<file path="src/rtl/scr_pkg.sv">
// Shared constants and types for the substring run match scorer.
// Depends on nothing; every other file of the block refers to it by scoped names.
package scr_pkg;

    // Mask geometry: up to MASK_LEN characters held in four 64-bit words.
    localparam int MASK_LEN       = 16;
    localparam int CHAR_W         = 16;
    localparam int CHARS_PER_WORD = 4;
    localparam int NUM_WORDS      = 4;
    localparam int WORD_W         = CHAR_W * CHARS_PER_WORD;

    // Run length, mask length and total widths.
    localparam int LEN_W          = 5;
    localparam int TOTAL_W        = 16;
    localparam int MIN_SCORED_RUN = 3;

    // Configuration port geometry: 64-bit registers at byte address 8*i.
    localparam int DATA_W  = 64;
    localparam int ADDR_W  = 6;
    localparam int INDEX_W = 3;
    localparam int INDEX_LSB = 3;

    typedef logic [CHAR_W-1:0]   char_t;
    typedef logic [MASK_LEN-1:0] pos_set_t;
    typedef logic [LEN_W-1:0]    run_len_t;
    typedef logic [TOTAL_W-1:0]  total_t;

    // Register indexes in address order.
    typedef enum logic [INDEX_W-1:0] {
        REG_MASK_A      = 3'd0,
        REG_MASK_B      = 3'd1,
        REG_MASK_C      = 3'd2,
        REG_MASK_D      = 3'd3,
        REG_MASK_LENGTH = 3'd4
    } cfg_index_t;

endpackage

</file>
<file path="src/rtl/scr_item_if.sv">
// Input channel of the scorer: one text character with its flags per item.
// Depends on scr_pkg for the character type.
interface scr_item_if;
    logic           valid;
    logic           ready;
    scr_pkg::char_t symbol;
    logic           is_last;
    logic           clear_before;

    modport source (output valid, output symbol, output is_last, output clear_before,
                    input ready);
    modport sink   (input valid, input symbol, input is_last, input clear_before,
                    output ready);
endinterface

</file>
<file path="src/rtl/scr_result_if.sv">
// Result channel of the scorer: one matched total per item.
// Depends on scr_pkg for the total type.
interface scr_result_if;
    logic            valid;
    logic            ready;
    scr_pkg::total_t matched_total;

    modport source (output valid, output matched_total, input ready);
    modport sink   (input valid, input matched_total, output ready);
endinterface

</file>
<file path="src/rtl/substring_run_match_scorer.sv">
// Top level of the substring run match scorer: config registers, input
// register, shift-and run tracker and result register.
// Depends on scr_pkg, scr_item_if and scr_result_if.
//
// Usage:
// - in_ch carries one text character per item with is_last and clear_before.
//   out_ch carries one matched_total item for every input item with is_last.
// - Mask characters and mask length are written over the APB-style port
//   (64-bit registers at byte address 8*i, pready always high) while idle.
// - An accepted item is held in the input register; from there it is compared
//   against all mask characters in parallel, the run state is updated and,
//   for a last character, the result register is loaded. A result therefore
//   passes through the input register and the result register before it can
//   be taken.
// - Throughput is one item per clock, unless stalled as below; the limit is the
//   run state update (compare, shift-and, saturating add) feeding back on itself.
// - When the receiver stalls, the result register holds its item and further
//   characters keep flowing until a second last character reaches the input
//   register; only then does in_ch.ready drop.
// - Reset clears the mask registers, the run state, the total and both valid
//   flags. clear_before clears the run and total but never the registers.
module substring_run_match_scorer (
    input  logic                        clk,
    input  logic                        rst_n,
    scr_item_if.sink                    in_ch,
    scr_result_if.source                out_ch,
    input  logic                        psel,
    input  logic                        penable,
    input  logic                        pwrite,
    input  logic [scr_pkg::ADDR_W-1:0]  paddr,
    input  logic [scr_pkg::DATA_W-1:0]  pwdata,
    output logic [scr_pkg::DATA_W-1:0]  prdata,
    output logic                        pready
);

    // Configuration registers.
    logic [scr_pkg::NUM_WORDS-1:0][scr_pkg::WORD_W-1:0] mask_word_reg;
    scr_pkg::run_len_t                                   mask_length_reg;
    logic [scr_pkg::NUM_WORDS*scr_pkg::WORD_W-1:0]       mask_flat;
    scr_pkg::cfg_index_t                                 cfg_index;
    logic                                                cfg_write;

    // Input register.
    logic           s1_valid_reg;
    scr_pkg::char_t s1_symbol_reg;
    logic           s1_last_reg;
    logic           s1_clear_reg;
    logic           s1_advance;
    logic           in_take;

    // Run state.
    scr_pkg::pos_set_t run_set_reg;
    scr_pkg::pos_set_t run_set_next;
    scr_pkg::run_len_t run_len_reg;
    scr_pkg::run_len_t run_len_next;
    scr_pkg::total_t   total_reg;
    scr_pkg::total_t   total_next;

    // Result register.
    logic            out_valid_reg;
    scr_pkg::total_t out_total_reg;

    // Working values of the run update.
    scr_pkg::pos_set_t hits;
    scr_pkg::pos_set_t set_base;
    scr_pkg::pos_set_t set_ext;
    scr_pkg::run_len_t len_base;
    scr_pkg::run_len_t len_ext;
    scr_pkg::run_len_t add_len;
    scr_pkg::total_t   total_base;
    logic [scr_pkg::TOTAL_W:0] total_sum;

    assign pready    = 1'b1;
    assign cfg_index = scr_pkg::cfg_index_t'(paddr[scr_pkg::INDEX_LSB +: scr_pkg::INDEX_W]);
    assign cfg_write = psel && penable && pwrite && pready;
    assign mask_flat = mask_word_reg;

    // Register write.
    always_ff @(posedge clk or negedge rst_n)
    begin
        if (!rst_n)
        begin
            mask_word_reg   <= '0;
            mask_length_reg <= '0;
        end
        else if (cfg_write)
        begin
            unique case (cfg_index)
                scr_pkg::REG_MASK_A:      mask_word_reg[0] <= pwdata;
                scr_pkg::REG_MASK_B:      mask_word_reg[1] <= pwdata;
                scr_pkg::REG_MASK_C:      mask_word_reg[2] <= pwdata;
                scr_pkg::REG_MASK_D:      mask_word_reg[3] <= pwdata;
                scr_pkg::REG_MASK_LENGTH: mask_length_reg  <= pwdata[scr_pkg::LEN_W-1:0];
                default:                  ;
            endcase
        end
    end

    // Register read; addresses beyond the list read as zero.
    always_comb
    begin
        unique case (cfg_index)
            scr_pkg::REG_MASK_A:      prdata = mask_word_reg[0];
            scr_pkg::REG_MASK_B:      prdata = mask_word_reg[1];
            scr_pkg::REG_MASK_C:      prdata = mask_word_reg[2];
            scr_pkg::REG_MASK_D:      prdata = mask_word_reg[3];
            scr_pkg::REG_MASK_LENGTH: prdata = {{(scr_pkg::DATA_W-scr_pkg::LEN_W){1'b0}},
                                                mask_length_reg};
            default:                  prdata = '0;
        endcase
    end

    // The input register moves on unless it holds a last character and the
    // result register is still occupied by an untaken item.
    assign s1_advance  = !(s1_last_reg && out_valid_reg && !out_ch.ready);
    assign in_ch.ready = !s1_valid_reg || s1_advance;
    assign in_take     = in_ch.valid && in_ch.ready;

    always_ff @(posedge clk or negedge rst_n)
    begin
        if (!rst_n)
        begin
            s1_valid_reg <= 1'b0;
        end
        else if (in_ch.ready)
        begin
            s1_valid_reg <= in_ch.valid;
        end
    end

    always_ff @(posedge clk)
    begin
        if (in_take)
        begin
            s1_symbol_reg <= in_ch.symbol;
            s1_last_reg   <= in_ch.is_last;
            s1_clear_reg  <= in_ch.clear_before;
        end
    end

    // Parallel compare against every mask position below the mask length.
    always_comb
    begin
        for (int i = 0; i < scr_pkg::MASK_LEN; i++)
        begin
            hits[i] = (mask_flat[i*scr_pkg::CHAR_W +: scr_pkg::CHAR_W] == s1_symbol_reg)
                      && (scr_pkg::LEN_W'(i) < mask_length_reg);
        end
    end

    // Shift-and run update with at most one run closed per character.
    always_comb
    begin
        set_base   = s1_clear_reg ? '0 : run_set_reg;
        len_base   = s1_clear_reg ? '0 : run_len_reg;
        total_base = s1_clear_reg ? '0 : total_reg;
        set_ext    = hits & (set_base << 1);
        len_ext    = len_base + scr_pkg::LEN_W'(1);

        priority if (hits == '0)
        begin
            // A miss closes the live run.
            add_len      = len_base;
            run_set_next = '0;
            run_len_next = '0;
        end
        else if (set_base == '0)
        begin
            // A hit with no live run starts one; too short to score on its own.
            add_len      = '0;
            run_set_next = s1_last_reg ? '0 : hits;
            run_len_next = s1_last_reg ? '0 : scr_pkg::LEN_W'(1);
        end
        else if (set_ext == '0)
        begin
            // A breaking character closes the run without starting a new one.
            add_len      = len_base;
            run_set_next = '0;
            run_len_next = '0;
        end
        else
        begin
            // The run grows; a last character flushes it at once.
            add_len      = s1_last_reg ? len_ext : '0;
            run_set_next = s1_last_reg ? '0 : set_ext;
            run_len_next = s1_last_reg ? '0 : len_ext;
        end

        // Saturating add of runs long enough to score.
        total_sum = {1'b0, total_base} + (scr_pkg::TOTAL_W+1)'(add_len);
        if (add_len < scr_pkg::LEN_W'(scr_pkg::MIN_SCORED_RUN))
        begin
            total_next = total_base;
        end
        else if (total_sum[scr_pkg::TOTAL_W])
        begin
            total_next = '1;
        end
        else
        begin
            total_next = total_sum[scr_pkg::TOTAL_W-1:0];
        end
    end

    // Run state.
    always_ff @(posedge clk or negedge rst_n)
    begin
        if (!rst_n)
        begin
            run_set_reg <= '0;
            run_len_reg <= '0;
            total_reg   <= '0;
        end
        else if (s1_valid_reg && s1_advance)
        begin
            run_set_reg <= run_set_next;
            run_len_reg <= run_len_next;
            total_reg   <= total_next;
        end
    end

    // Result register.
    always_ff @(posedge clk or negedge rst_n)
    begin
        if (!rst_n)
        begin
            out_valid_reg <= 1'b0;
        end
        else if (s1_valid_reg && s1_advance && s1_last_reg)
        begin
            out_valid_reg <= 1'b1;
        end
        else if (out_ch.ready)
        begin
            out_valid_reg <= 1'b0;
        end
    end

    always_ff @(posedge clk)
    begin
        if (s1_valid_reg && s1_advance && s1_last_reg)
        begin
            out_total_reg <= total_next;
        end
    end

    assign out_ch.valid         = out_valid_reg;
    assign out_ch.matched_total = out_total_reg;

`ifndef SYNTHESIS
    // A live run always has both an end position and a nonzero length.
    assert property (@(posedge clk) disable iff (!rst_n)
        (run_set_reg == '0) == (run_len_reg == '0))
        else $error("run set and run length disagree");

    // A run can never be longer than the mask.
    assert property (@(posedge clk) disable iff (!rst_n)
        run_len_reg <= scr_pkg::LEN_W'(scr_pkg::MASK_LEN))
        else $error("run length exceeds mask length");

    // A new result only follows a last character leaving the input register.
    assert property (@(posedge clk) disable iff (!rst_n)
        $rose(out_valid_reg) |-> $past(s1_valid_reg && s1_last_reg))
        else $error("result appeared without a last character");

    // Input stalls only while a last character waits behind an untaken result.
    assert property (@(posedge clk) disable iff (!rst_n)
        !in_ch.ready |-> (s1_valid_reg && out_valid_reg && s1_last_reg))
        else $error("input stalled without a blocked result");
`endif

endmodule
</file>
<file path="src/flat_wrapper.sv">
// flat-port wrapper written by rule: the top's interface ports become plain ports
module substring_run_match_scorer_flat 
  (clk, rst_n, psel, penable, pwrite, paddr, pwdata, prdata, pready, in_ch_valid, in_ch_symbol, in_ch_is_last, in_ch_clear_before, in_ch_ready, out_ch_valid, out_ch_matched_total, out_ch_ready);
  scr_item_if in_ch_i ();
  scr_result_if out_ch_i ();
  input  logic clk;
  input  logic rst_n;
  input  logic psel;
  input  logic penable;
  input  logic pwrite;
  input  logic [scr_pkg::ADDR_W-1:0] paddr;
  input  logic [scr_pkg::DATA_W-1:0] pwdata;
  output logic [scr_pkg::DATA_W-1:0] prdata;
  output logic pready;
  input wire logic [$bits(in_ch_i.valid)-1:0] in_ch_valid;
  input wire logic [$bits(in_ch_i.symbol)-1:0] in_ch_symbol;
  input wire logic [$bits(in_ch_i.is_last)-1:0] in_ch_is_last;
  input wire logic [$bits(in_ch_i.clear_before)-1:0] in_ch_clear_before;
  output wire logic [$bits(in_ch_i.ready)-1:0] in_ch_ready;
  output wire logic [$bits(out_ch_i.valid)-1:0] out_ch_valid;
  output wire logic [$bits(out_ch_i.matched_total)-1:0] out_ch_matched_total;
  input wire logic [$bits(out_ch_i.ready)-1:0] out_ch_ready;
  assign in_ch_i.valid = in_ch_valid;
  assign in_ch_i.symbol = in_ch_symbol;
  assign in_ch_i.is_last = in_ch_is_last;
  assign in_ch_i.clear_before = in_ch_clear_before;
  assign in_ch_ready = in_ch_i.ready;
  assign out_ch_valid = out_ch_i.valid;
  assign out_ch_matched_total = out_ch_i.matched_total;
  assign out_ch_i.ready = out_ch_ready;
  substring_run_match_scorer u_core (.clk(clk), .rst_n(rst_n), .in_ch(in_ch_i), .out_ch(out_ch_i), .psel(psel), .penable(penable), .pwrite(pwrite), .paddr(paddr), .pwdata(pwdata), .prdata(prdata), .pready(pready));
endmodule
</file>
<file path="config.mk">
export PLATFORM = sky130hd
export DESIGN_NAME = substring_run_match_scorer_flat
export DESIGN_NICKNAME = d
export VERILOG_FILES = /design/src/rtl/scr_pkg.sv /design/src/rtl/scr_item_if.sv /design/src/rtl/scr_result_if.sv /design/src/rtl/substring_run_match_scorer.sv /design/src/flat_wrapper.sv
export SDC_FILE = /design/constraint.sdc
export NUM_CORES = 1
export LEC_CHECK = 0
export BUFFER_PORTS_ARGS = -buffer_cell sky130_fd_sc_hd__buf_2
export CAP_MARGIN = 20
export CORE_ASPECT_RATIO = 1.2
export CORE_UTILIZATION = 45
export CTS_BUF_LIST = sky130_fd_sc_hd__clkbuf_4
export CTS_CLUSTER_DIAMETER = 120
export DETAILED_ROUTE_END_ITERATION = 8
export SYNTH_ARGS = -nofsm -noshare
export SYNTH_HDL_FRONTEND = slang
export SYNTH_SLANG_ARGS = --single-unit
export TNS_END_PERCENT = 5
</file>
<file path="constraint.sdc">
create_clock -name clk -period 8.26 [get_ports clk]
set_clock_uncertainty 0.1 [all_clocks]
set_input_delay 0.826 -clock clk [delete_from_list [all_inputs] [get_ports clk]]
set_output_delay 0.826 -clock clk [all_outputs]
set_load 0.005 [all_outputs]
</file>
### Word level (Yosys, flattened, before mapping)

Cells that the tools add are included.

* bits in registers: 334
* input port bits: 95
* output and inout port bits: 83
* word-level logic and storage cells: 113

* $add $sub $neg: 2
* $lt $le $gt $ge: 17
* equal/unequal tests: 20
* multiplexer cells: 22
* bitwise logic cells: 1
* reductions and logical operators: 37

Operators by type and width (count)
* $pmux 64 s5: 1
* $eq 16x16->1: 16
* $mux 16: 9
* $logic_not 16->1: 3
* $mux 5: 9
* $lt 4x5->1 const A: 8
* $logic_and 1x1->1: 23
* $lt 3x5->1 const A: 4
* $add 16x5->17: 1
* $and 16x16->16: 1
* $lt 1x5->1 const A: 2
* $lt 2x5->1 const A: 2
* $reduce_and 2->1: 5
* $eq 3x2->1 const B: 2
* $add 5x1->5 const B: 1
* $lt 5x2->1 const B: 1
* $eq 3x1->1 const B: 1
* $eq 3x3->1 const B: 1
* $logic_not 1->1: 3
* $logic_not 3->1: 1
* $mux 1: 3
* $reduce_bool 2->1: 1
* $logic_or 1x1->1: 1

### Logic depth before layout (Yosys ltp)

Gate-level depths: netlist (run 1).

* word-level depth: 10
* depth in mapped cells: 25
* depth with buffers taken out: 21

### Worst setup path after synthesis (run 1)

Ideal clock, no wire load.

* path kind: register -> register
* start: reg u_core.s1_symbol_reg[7]
* end: reg u_core.out_total_reg[11] (netlist: u_core.out_ch.matched_total[11]), data pin
* data arrival time: 4927 ps
* data required time: 8028 ps
* setup slack: 3101 ps
* cell stages (with the launch flop): 23
* period minus slack after synthesis: 5159 ps
* cell sequence: edfxtp_1 -> buf_6 -> xor2_1 -> or4_1 -> or4b_1 -> nor3_1 -> or3_1 -> or4_1 -> clkbuf_1 -> nand2_1 -> o21ai_0 -> ha_1 -> inv_1 -> fa_1 -> nor2b_1 -> o21a_1 -> o21ai_0 -> a2111oi_0 -> and3_1 -> nand3_1 -> clkbuf_1 -> a31o_2 -> nand2_1

* cells in the longest elaborated chain, start to end: 10

RTL lines
* start, declared: line substring_run_match_scorer.sv:45 `scr_pkg::char_t s1_symbol_reg;`
* start signal, assigned: line substring_run_match_scorer.sv:135 `s1_symbol_reg <= in_ch.symbol;`
* $eq 16x16->1: line substring_run_match_scorer.sv:146 `hits[i] = (mask_flat[i*scr_pkg::CHAR_W +: scr_pkg::CHAR_W] == s1_symbol_reg)`
* $logic_and 1x1->1: line substring_run_match_scorer.sv:147 `&& (scr_pkg::LEN_W'(i) < mask_length_reg);`
* $and 16x16->16: line substring_run_match_scorer.sv:157 `set_ext = hits & (set_base << 1);`
* $logic_not 16->1: line substring_run_match_scorer.sv:174 `else if (set_ext == '0)`
* $mux 5: line substring_run_match_scorer.sv:174
* $mux 5: line substring_run_match_scorer.sv:167 `else if (set_base == '0)`
* $mux 5 *: line substring_run_match_scorer.sv:160 `priority if (hits == '0)`
* $add 16x5->17: line substring_run_match_scorer.sv:190 `total_sum = {1'b0, total_base} + (scr_pkg::TOTAL_W+1)'(add_len);`
* $mux 16: line substring_run_match_scorer.sv:195 `else if (total_sum[scr_pkg::TOTAL_W])`
* $mux 16 *: line substring_run_match_scorer.sv:191 `if (add_len < scr_pkg::LEN_W'(scr_pkg::MIN_SCORED_RUN))`
* named net u_core.total_next[11]: line substring_run_match_scorer.sv:57 `scr_pkg::total_t total_next;`
* end signal, assigned: line substring_run_match_scorer.sv:243 `out_total_reg <= total_next;`
* end, declared: line substring_run_match_scorer.sv:61 `scr_pkg::total_t out_total_reg;`

Mark *: on every way through the listed nets, which the timed path passes. The rest lies on a longest branch.
A chain may end at the register's enable or synchronous reset.

### Worst setup path in the final report (run 1)

* start: reg u_core.s1_symbol_reg[5]
* end: reg u_core.total_reg[7]

* cells in the longest elaborated chain, start to end: 10

RTL lines
* $eq 16x16->1: line substring_run_match_scorer.sv:146
* $logic_and 1x1->1: line substring_run_match_scorer.sv:147
* $and 16x16->16: line substring_run_match_scorer.sv:157
* $logic_not 16->1: line substring_run_match_scorer.sv:174
* $mux 5: line substring_run_match_scorer.sv:174
* $mux 5: line substring_run_match_scorer.sv:167
* $mux 5 *: line substring_run_match_scorer.sv:160
* $add 16x5->17: line substring_run_match_scorer.sv:190
* $mux 16: line substring_run_match_scorer.sv:195
* $mux 16 *: line substring_run_match_scorer.sv:191
* end signal, assigned: line substring_run_match_scorer.sv:218 `total_reg <= total_next;`
* end, declared: line substring_run_match_scorer.sv:56 `scr_pkg::total_t total_reg;`

Mark *: on every way between the ends. The rest lies on a longest branch, timed or not.

==> results of run 1 <==
-- report_power, final --
group | total (mW) | internal, mW | switching (mW)
clock | 1.57 | 0.842 | 0.729
sequential | 2.24 | 1.92 | 0.316
combinational | 0.973 | 0.476 | 0.497
-- per-layer routing --
metal / track usage / vias to the layer above
li1: - / 6699
met1: 0.358 / 7553
met2: 0.480 / 613
met3: 0.0542 / 153
met4: 0.149 / 2
met5: 0 / -
-- placed cells by master (no fill, tap or decap), drive strengths merged, types with 5 or more instances in the layout --
master,count
dfrtp,300
mux2,263
buf,209
nand2,147
clkbuf,143
xnor2,132
xor2,130
a22oi,123
nand4,52
nor4,51
o21ai,47
edfxtp,34
nor2,33
nand3,30
nor3,27
nor2b,22
clkinv,22
inv,19
a21oi,18
or4,17
a21o,12
nand2b,11
or3,11
and2,10
o31ai,7
and3,7
mux2i,6
a221o,6
o22ai,6
ha,6
a31oi,5
a211o,5
o2bb2ai,5
or2,5
-- worst max-delay path by stage --
stage | end | slack (ps) | cells past startpoint
CTS | u_core.total_reg[7] | 1330 | 21
finish | u_core.total_reg[7] | 1250 | 21
floorplan | u_core.out_ch.matched_total[11] | 3100 | 22
global route | u_core.total_reg[7] | 890 | 21
detailed placement | u_core.total_reg[7] | 1370 | 21
global placement | u_core.total_reg[7] | 1460 | 21
-- Yosys cell counts, drive strengths merged, types with 7 or more instances --
library cell / instances / share of area
o31ai: 7 / 0.0028
nand2: 147 / 0.029
a21oi: 18 / 0.0048
inv: 17 / 0.0034
and3: 7 / 0.0023
or3: 11 / 0.0037
a22oi: 123 / 0.050
nand3: 30 / 0.0080
clkbuf: 74 / 0.015
nand2b: 11 / 0.0037
nand4: 52 / 0.017
nor4: 51 / 0.017
and2: 10 / 0.0033
mux2: 263 / 0.16
nor2: 33 / 0.0066
nor2b: 22 / 0.0073
xor2: 130 / 0.061
nor3: 27 / 0.0072
o21ai: 47 / 0.013
or4: 17 / 0.0068
edfxtp: 34 / 0.054
a21o: 12 / 0.0048
xnor2: 132 / 0.062
dfrtp: 300 / 0.40
buf: 37 / 0.012
-- final cells by class --
| type | instances | area, sq um | area share |
|---|---|---|---|
| inverters | 17 | 63.8 | 0.00299 |
| repair buffers | 211 | 1160 | 0.0544 |
| clock buffers | 142 | 1070 | 0.0500 |
| diodes | 1 | 2.50 | 0.000117 |
| flip-flops and latches | 334 | 8530 | 0.400 |
| well taps | 539 | 674 | 0.0316 |
| multi-input cells | 1247 | 9680 | 0.454 |
| clock inverters | 26 | 153 | 0.00716 |
-- kinds of logic after synthesis --
group | after synthesis | synth area share
AOI/OAI and AO/OA | 273 | 0.105
xor gates and xnor gates | 262 | 0.122
adders and majority gates | 7 | 0.00508
buffers and inverters | 128 | 0.0306
DFF | 334 | 0.455
muxes | 269 | 0.161
other | 1 | 0.000200
and+or+nand+nor | 435 | 0.120
-- per-stage QoR --
step	hold WS, ps	cells	setup slack (ps)
after floorplan	341	1709	3100
after global placement	353	2345	1460
after detailed placement	357	2345	1370
after CTS	7.11	2514	1330
after global routing	40.9	2517	889
final	79.1	2517	1250
-- repair_timing --
item                       4_1_cts  5_1_grt
hold buffers                     1        0
gates resized for setup          0        0
hold endpoints to repair        87        0
setup endpoints to repair        0        0
==> out/summary.txt, run 1 <==
outcome: finished clean
HP Class: primary input to flop
post-synth net total: 1,811
area growth from synthesis to layout: 13.9%
Fin. Hold Viols: 0
Worst-Margin Slew: 1200 ps
Max stage delay on crit path: 860 ps
crit path DAT: 7650 ps
DPL Wire Length: 41.4 mm
CP startpoint kind: flop
row cnt: 81
Synth async-reset ratio: 0.898
Worst slew margin: 0.203
synthesis-stage register bit count: 334
Max H-tree Level: 3
Final nets: 2,005
hold depth: 1
Period minus WS final: 7010 ps
clk slew on worst S/H paths: 60 ps
final setup fails: 0
largest net degree at the start of global routing: 96
CTS Sinks: 334
initial DRC count: 1,174
Hold Startpoint: in_ch_clear_before
Port Buffers: 173
die width: 188 microns
Setup TNS: 0 ps
vias in the first global route: 15,400
most used cell, CP: o21ai_0
CTS buffer count: 92
CP Data Required Time: 8890 ps
Power Dens Cells: 224 nW/um^2
CP top delay family: simple AND/OR/NAND/NOR gates
crit path from: u_core.s1_symbol_reg[5]
max-slew violations: 0
wl on met1: 24.7 mm
drt pass-1 iters: 6
RR Startpoint: u_core.s1_symbol_reg[5]
Post-Route WL: 60.5 mm
initial antenna violation count: 2
IO Count: 178
post-route clock period utilization: 0.849
routed length per instance: 24.1 microns
Hold Path End: u_core.s1_clear_reg
Yosys warnings: 0
sequential element share of the synthesized area: 0.455
Max Clock Freq: 143 MHz
met2 wire length: 29.4 mm
Leakage: 9.45 nW
Root Driver: clkbuf_4
filler instances: 3,795
CP endpoint kind: flop
unrepaired setup endpoints after global routing: no
GR Overflow Total: 0
FF-to-FF path depth: 21
antenna viol nets, final: 0
CTS tree: done
worst path bufs/invs: 2
max-cap violations: 0
share of cells above drive strength 1: 0.324
Setup Fix Bufs, Post-CTS: 0
VDD IR-drop max: 0.000125 V
Post-synth top flop: dfrtp_1
Longest Clk Path Bufs: 3
clock latency on the worst-skew pair: 830 ps
Placed Area: 20,100 sq um
Critical Path Slowest Stage Cell: edfxtp_1
Initial Util: 0.458
RR Endpoint: u_core.total_reg[7]
Tot GR Track Use: 0.289
syn_area_per_cell: 11.0 sq um
critical path class: flop to flop
Met3 Wirelength: 3.76 mm
number of synthesized flops with an enable pin: 34
GP Congestion: 0.946
residual DRC count: 0
Finished Core Util: 0.521
Power, Total: 4.78 mW
Post-Syn Area: 18,700 sq um
max reg flops: 256
Vias: 15,000
worst path cell trace: buf_4 > xor2_1 > or4_1 > or4b_1 > nor3_1 > or3_1 > or4_1 > nand2_1 > o21ai_0 > ha_1 > inv_1 > fa_1 > nor2b_1 > o21a_1 > o21ai_0 > a2111oi_0 > and3_1 > nand3_1 > o21ai_0 > a31oi_1 > a21bo_1
Max Used Layer: met5
Core Area: 40,900 sq um
vias per inst: 5.97
post-route cell area: 21,300 sq um
post-synth cell types: 70
first-pass GRT wire length: 92.5 mm
Max FO, Critical Path: 16
Die H: 226 microns
Die Area: 42,500 sq um
reg2reg setup slack: 1250 ps
Mapped Cells: 1,709
No activity file was read; power rests on OpenSTA's default activity.
==> run 2, diff against run 1 <==
PLACE_DENSITY = 0.66   (was unset)
clock period = 6.3 ns   (was 8.26 ns; I/O delays follow)
==> out/summary.txt, run 2 (synthesized netlist as in run 1, its figures left out) <==
Root Driver: clkbuf_4 (unchanged)
Die H: 226 microns (unchanged)
Die Area: 42,500 sq um (unchanged)
Port Buffers: 173 (unchanged)
Leakage: 9.91 nW (was 9.45 nW)
clk slew on worst S/H paths: 60 ps (about the same)
first-pass GRT wire length: 92.3 mm (was 92.5 mm)
outcome: finished clean (unchanged)
Critical Path Slowest Stage Cell: edfxtp_1 (unchanged)
unrepaired setup endpoints after global routing: no (unchanged)
residual DRC count: 0 (unchanged)
footprint of the multi-input gates: 9680 sq um (about the same)
Max Clock Freq: 169 MHz (was 143 MHz)
die width: 188 microns (unchanged)
row cnt: 81 (unchanged)
critical path class: flop to flop (unchanged)
CTS buffer count: 91 (was 92)
post-route clock period utilization: 0.940 (was 0.849)
Max FO, Critical Path: 9 (was 16)
final setup fails: 0 (unchanged)
crit path DAT: 6370 ps (was 7650 ps)
Worst-Margin Slew: 1260 ps (was 1200 ps)
VDD IR-drop max: 0.000180 V (was 0.000125 V)
initial DRC count: 1,325 (was 1,174)
CP endpoint kind: flop (unchanged)
CTS tree: done (unchanged)
commonest non-fill, non-tap cell in the layout: dfrtp_1 (unchanged)
max reg flops: 256 (unchanged)
Max H-tree Level: 3 (unchanged)
max-slew violations: 0 (unchanged)
Longest Clk Path Bufs: 3 (unchanged)
filler instances: 3,645 (was 3,795)
routed length per instance: 23.2 microns (was 24.1 microns)
Final nets: 2,113 (was 2,005)
HP Class: primary input to flop (unchanged)
Reg area: 8530 sq um (unchanged)
antenna viol nets, final: 0 (unchanged)
Tot GR Track Use: 0.286 (was 0.289)
Max stage delay on crit path: 800 ps (was 860 ps)
CTS Sinks: 334 (unchanged)
area growth from synthesis to layout: 19.4% (was 13.9%)
worst path cell trace: xnor2_1 > nand4_1 > or4_1 > or4_1 > nand4_1 > or4_1 > a21oi_1 > and2_1 > a21o_1 > ha_1 > a21o_1 > a21oi_1 > o21bai_1 > a21oi_1 > nor4_1 > nand3_1 > or3_1 > mux2i_1 (was buf_4 > xor2_1 > or4_1 > or4b_1 > nor3_1 > or3_1 > or4_1 > nand2_1 > o21ai_0 > ha_1 > inv_1 > fa_1 > nor2b_1 > o21a_1 > o21ai_0 > a2111oi_0 > and3_1 > nand3_1 > o21ai_0 > a31oi_1 > a21bo_1)
clock latency on the worst-skew pair: 860 ps (was 830 ps)
share of cells above drive strength 1: 0.320 (was 0.324)
Power Dens Cells: 282 nW/um^2 (was 224 nW/um^2)
hold depth: 4 (was 1)
Fin. Hold Viols: 0 (unchanged)
Initial Util: 0.458 (unchanged)
max-cap violations: 0 (unchanged)
vias in the first global route: 15,700 (was 15,400)
vias per inst: 5.94 (was 5.97)
CP startpoint kind: flop (unchanged)
largest net degree at the start of global routing: 192 (was 96)
drt pass-1 iters: 5 (was 6)
GR Overflow Total: 0 (unchanged)
IO Count: 178 (unchanged)
initial antenna violation count: 1 (was 2)
Post-Route WL: 60.7 mm (was 60.5 mm)
DPL Wire Length: 41.1 mm (was 41.4 mm)
Worst slew margin: 0.163 (was 0.203)
Core Area: 40,900 sq um (unchanged)
Vias: 15,600 (was 15,000)
FF-to-FF path depth: 18 (was 21)
CP Data Required Time: 6750 ps (was 8890 ps)
Period minus WS final: 5920 ps (was 7010 ps)
GP Congestion: 0.943 (was 0.946)
Setup TNS: 0 ps (unchanged)
most frequent cells in the layout: 300 x dfrtp_1, 263 x mux2_2, 172 x buf_2 (was 300 x dfrtp_1, 263 x mux2_2, 173 x buf_2)
Power, Total: 6.31 mW (was 4.78 mW)
-- run 2: changes by cell type in the layout (fill, tap and decap cells not counted), sizes merged --
cell,before,now
clkinv,22,17
inv,19,17
clkbuf,143,142
bufinv,2,1
dlygate4sd3,1,84
buf,209,236
clkinvlp,0,2
-- run 2: final timing paths --
check                      slack, ps                               to                      from
max                              380  u_core.out_ch.matched_total[15]  u_core.s1_symbol_reg[12]
min in group asynchronous        340              u_core.mask_flat[4]                     rst_n
min reg2reg                      380           u_core.run_set_reg[13]    u_core.run_set_reg[13]
min                              110              u_core.s1_valid_reg              out_ch_ready
max in group asynchronous       4080             u_core.mask_flat[64]                     rst_n
max reg2reg                      380  u_core.out_ch.matched_total[15]  u_core.s1_symbol_reg[12]
-- run 2: what timing repair did --
item	in CTS	in global routing
hold buffers	84	0
setup buffers	0	0
hold endpoints to repair	380	0
endpoints found under the setup margin	0	3
gates resized for setup	0	1
-- run 2: metal layers --
metal  share of wire  up-vias  wire length, microns  GRT usage
met3           0.065      160                  3930     0.0522
met5               0        -                     0          0
met2            0.48      673                 29100      0.464
li1                -     6881                     -          -
met4           0.049        0                  2970      0.162
met1            0.41     7840                 24800      0.359
-- run 2: report_power, final --
| group | switching, mW | internal [mW] |
|---|---|---|
| Clock | 0.959 | 1.06 |
| Combinational | 0.708 | 0.677 |
| Sequential | 0.384 | 2.52 |
| Total | 2.05 | 4.26 |
-- run 2: final cells by class --
class                   count  area share
diodes                      1    0.000112
repair buffers            320       0.100
clock buffers             142      0.0477
well taps                 539      0.0302
inverters                  17     0.00285
multi-input cells        1247       0.433
clock inverters            20     0.00498
flip-flops and latches    334       0.381
-- run 2: metrics by stage --
step	area, sq um	hold slack, ps	utilization	worst slack, ps	std cells
floorplan	18700	234	-	1140	1709
global placement	20300	356	0.497	434	2373
detailed placement	20300	365	0.497	444	2373
CTS	22400	27.1	0.546	380	2619
global route	22400	81.2	0.546	74.7	2620
finish	22400	112	0.546	381	2620
-- run 2: critical path, delay by kind of cell (launching register included) --
| kind | cells | cell delay [ps] |
|---|---|---|
| xor+xnor | 1 | 220 |
| simple gates | 9 | 3320 |
| compound gates | 6 | 770 |
| mux | 1 | 130 |
| fa+ha+maj | 1 | 280 |
| flops | 1 | 800 |
